[config.mk]
export PLATFORM = sky130hd
export DESIGN_NAME = maef_mac
export DESIGN_NICKNAME = d
export VERILOG_FILES = /design/src/rtl/assert_macros.svh /design/src/rtl/maef_pkg.sv /design/src/rtl/maef_mac.sv
export SDC_FILE = /design/constraint.sdc
export NUM_CORES = 2
export LEC_CHECK = 0
export BUFFER_PORTS_ARGS = -buffer_cell sky130_fd_sc_hd__buf_4
export CAP_MARGIN = 20
export CORE_ASPECT_RATIO = 1.5
export CORE_MARGIN = 2
export CORE_UTILIZATION = 55
export CTS_CLUSTER_SIZE = 12
export DETAILED_ROUTE_END_ITERATION = 10
export GPL_TIMING_DRIVEN = 0
export HOLD_SLACK_MARGIN = 0.05
export PLACE_DENSITY = 0.77
export SYNTH_ARGS = -nofsm -noshare
export SYNTH_HDL_FRONTEND = slang
export SYNTH_SLANG_ARGS = --single-unit
export TNS_END_PERCENT = 10
[constraint.sdc]
create_clock -name clk -period 19.3 [get_ports clk]
set_clock_uncertainty 0.05 [all_clocks]
set_input_delay 0.965 -clock clk [delete_from_list [all_inputs] [get_ports clk]]
set_output_delay 0.965 -clock clk [all_outputs]
set_load 0.01 [all_outputs]
[src/rtl/assert_macros.svh]
// Assertion macros used by the air energy filter RTL.
`ifndef ASSERT_MACROS_SVH
`define ASSERT_MACROS_SVH
`ifndef ASSERT_OFF
`define ASSERT_IMPL(label, clk, rst_n, prop, msg) \
  label: assert property (@(posedge clk) disable iff (!rst_n) prop) else $error(msg);
`define ASSERT_ALWAYS(label, clk, prop, msg) \
  label: assert property (@(posedge clk) prop) else $error(msg);
`else
`define ASSERT_IMPL(label, clk, rst_n, prop, msg)
`define ASSERT_ALWAYS(label, clk, prop, msg)
`endif
`endif

[src/rtl/maef_pkg.sv]
// Package with types, constants and helpers of the air energy filter.
package maef_pkg;
  localparam int SampleW = 24;
  localparam int AccW = 28;
  localparam int GainW = 16;
  localparam int NumAcc = 44;
  localparam int AccIdxW = 6;
  localparam int CfgIdxW = 2;
  localparam int CfgDataW = 64;

  localparam logic [CfgIdxW-1:0] REG_GAINS_LO = 2'd0;
  localparam logic [CfgIdxW-1:0] REG_GAINS_HI = 2'd1;
  localparam logic [CfgIdxW-1:0] REG_WET_MIX  = 2'd2;
  localparam logic [CfgIdxW-1:0] REG_OVS      = 2'd3;

  typedef enum logic [3:0] {
    ST_IDLE,
    ST_BAND,
    ST_DUO_A,
    ST_DUO_B,
    ST_RING_RD,
    ST_RING_UPD,
    ST_RING_MUL,
    ST_HALVE,
    ST_BAND_NEXT,
    ST_WET,
    ST_INTERP,
    ST_OUT
  } state_t;

  typedef logic signed [AccW-1:0] acc_t;

  // Base index of band k in the accumulator memory.
  function automatic logic [AccIdxW-1:0] band_base(input logic [3:0] k);
    logic [AccIdxW-1:0] r;
    case (k)
      4'd3: r = 6'd2;
      4'd4: r = 6'd5;
      4'd5: r = 6'd9;
      4'd6: r = 6'd14;
      4'd7: r = 6'd20;
      4'd8: r = 6'd27;
      4'd9: r = 6'd35;
      default: r = 6'd0;
    endcase
    return r;
  endfunction

  function automatic logic signed [AccW-1:0] acc_sat(input logic signed [AccW+1:0] v);
    logic signed [AccW+1:0] hi, lo;
    hi = (AccW+2)'((64'sd1 <<< (AccW-1)) - 1);
    lo = -hi - (AccW+2)'(1);
    if (v > hi) return hi[AccW-1:0];
    if (v < lo) return lo[AccW-1:0];
    return v[AccW-1:0];
  endfunction
endpackage

[src/rtl/maef_mac.sv]
// Shared signed multiplier with a registered product.
module maef_mac (
  input  logic                                  clk,
  input  logic signed [maef_pkg::AccW+2:0]      a,
  input  logic signed [maef_pkg::AccW-1:0]      b_in,
  output logic signed [2*maef_pkg::AccW+2:0]    prod_r
);
  import maef_pkg::*;
  logic signed [2*AccW+2:0] prod_nxt;
  always_comb begin
    prod_nxt = (2*AccW+3)'(a) * (2*AccW+3)'(b_in);
  end
  always_ff @(posedge clk) begin
    prod_r <= prod_nxt;
  end
endmodule

==> metrics <==
Worst slew margin=0.105; P&R area growth vs syn=6.38%; startpoint types=input port; Die Y=301 um; WL per Instance=26.7 um; I/O pins=119; Main synth FF type=dfxtp_1; yosys warns=0; Post-DP HPWL=just over 90000 um; Unique masters post-synth=60; crit path capture type=flip-flop; row cnt=around 110; FMAX=about 100 MHz; final cell count without fillers=4355; Finish-stage setup viols=0; cts bufs inserted=9; placed cells=~4300; gr ovfl total=0; hold_buf cts=0; fin crit share=0.507; RSZ-0062 raised after global routing=false; Reg clk slew, reported paths=roughly 60 ps; antenna violations before repair=20; core area=0.0580 mm^2; Resize count post-CTS=0; number of global-route vias before repair=between 20000 and 30000; Max Cap Viol=0; NumNets Final=4710; max reg flops=59; largest net degree at the start of global routing=14; drt total wl=roughly 120000 um; DIE AREA=0.0609 mm^2; DRT antenna net count=0; CTS root buffer=clkbuf_16; Syn Area/Cell=between 9 and 10 um^2; Async SR Flop Fraction=0; run status=finished, final reports clean; Reg with most FFs=prod_r; 1st-pass router iterations=6; # clock sinks=59; CTS tree=done; Seq/Total Area, Yosys=0.0365; Die W=202 um; post-route minimum period=9780 ps; worst endpoint data arrival time=9980 ps; Worst-Margin Slew=1340 ps; most frequent cells in the layout=901 x fa_1, 866 x inv_1, 445 x and2_1; routed vias=approximately 25000; pins over their slew limit=0; Post-CTS Setup Repair Bufs=0; Total GRT Usage=0.399; Final Hold Viols=0; #FFs+latches synth=59; Mapped Area=between 0.03 and 0.04 mm^2; IO buf count=slightly below 90; Via-to-Cell Ratio=5.84; critical setup path kind=input port to flip-flop; final core occ=0.594; first-pass GRT wire length=around 170000 um; DRC Markers=0; clock buffer depth=2; Sum Neg Setup Slack=0 ps; net count after synthesis=between 4000 and 5000; worst hold path type=input port to flip-flop; Final GP Congestion=between 1 and 1.5; Critical Path Fanout Max=12; Syn Inst Count=approximately 3500; CTS H-tree lvls=3; top cells by area, synth=fa_1 56%, inv_1 10%, and2_1 8.6%; area leader, netlist=fa_1; leading cell type in the layout, fill and taps excluded=fa_1; Post-synth EDFFs=0; Yosys top cell area share=0.557; DRT iter0 DRCs=~2000; Initial Util=0.558; layout cells sized above 1=0.0348; worst path required time=~20000 ps; Largest regs=prod_r: 59 flops
## logic make-up (layout without fill, tap and decap cells)
logic type / Yosys count / in the layout / synth area share
AO/OA/AOI/OAI: 188 / 188 / 0.0378
XOR/XNOR: 58 / 58 / 0.0157
adder cells (fa/ha/maj): 1092 / 1092 / 0.631
buffers and inverters: 1053 / 1161 / 0.122
flip-flops: 59 / 59 / 0.0365
multiplexers: 1 / 1 / 0.000309
other: 0 / 22 / 0
AND/OR/NAND/NOR: 1004 / 1004 / 0.156
## worst max-delay path, cell delays in order
cell	delay [ps]
clkbuf_1	410
clkbuf_1	560
nand2_1	290
inv_1	160
fa_1	390
inv_1	240
fa_1	480
inv_1	210
fa_1	500
fa_1	770
inv_1	450
fa_1	620
inv_1	60
fa_1	530
inv_1	50
fa_1	720
inv_1	90
ha_1	290
ha_1	390
nand2_1	120
nor4_1	570
o211ai_2	320
a21boi_0	350
o221ai_1	190
xnor2_1	220
## final cells by class
class,count,area [um^2]
diodes,22,55.1
plain buffers,187,713
clock buffers,9,225
clock inverters,7,101
fillers,5037,23500
inverters,866,3250
multi-input cells,2343,27200
flip-flops and latches,59,1180
well taps,770,963
repair buffers,92,721
## per-layer routing
layer  wire, um  share of wire  global-route usage  vias up
li1           -              -                   -    10120
met1      34000           0.29               0.405    12873
met2      54300           0.47               0.634     1707
met3      12500           0.11               0.126      713
met4      15500           0.13               0.411        6
met5         40        0.00034                   0        -
## synth_stat cells (10+ instances only)
| library cell | count |
|---|---|
| inv_1 | 866 |
| nand2b_1 | 11 |
| nor3_1 | 10 |
| and2_1 | 445 |
| ha_1 | 191 |
| a21oi_1 | 62 |
| dfxtp_1 | 59 |
| clkbuf_1 | 182 |
| nor2_1 | 51 |
| a21o_1 | 16 |
| nand3_1 | 13 |
| xnor2_1 | 42 |
| fa_1 | 901 |
| nand2_1 | 434 |
| xor2_1 | 16 |
| o21ai_0 | 32 |
## final timing paths
| path | startpoint | endpoint | cells past startpoint | slack, ps |
|---|---|---|---|---|
| max | a[30] | prod_r[53]$_DFF_P_ | 25 | 9520 |
| min | a[0] | prod_r[0]$_DFF_P_ | 2 | 940 |
## per-stage QoR
stage	setup WS (ps)	hold slack (ps)	instance area, um^2
2_1_floorplan	11020	1040	32400
3_3_place_gp	9490	1270	34000
3_5_place_dp	9390	1270	34000
4_1_cts	9720	905	34300
5_1_grt	9220	926	34400
6_report	9520	937	34400
Power is left out: the tool's default activity adds up to more than one toggle a clock period on the data nets, which glitch-free logic cannot reach.
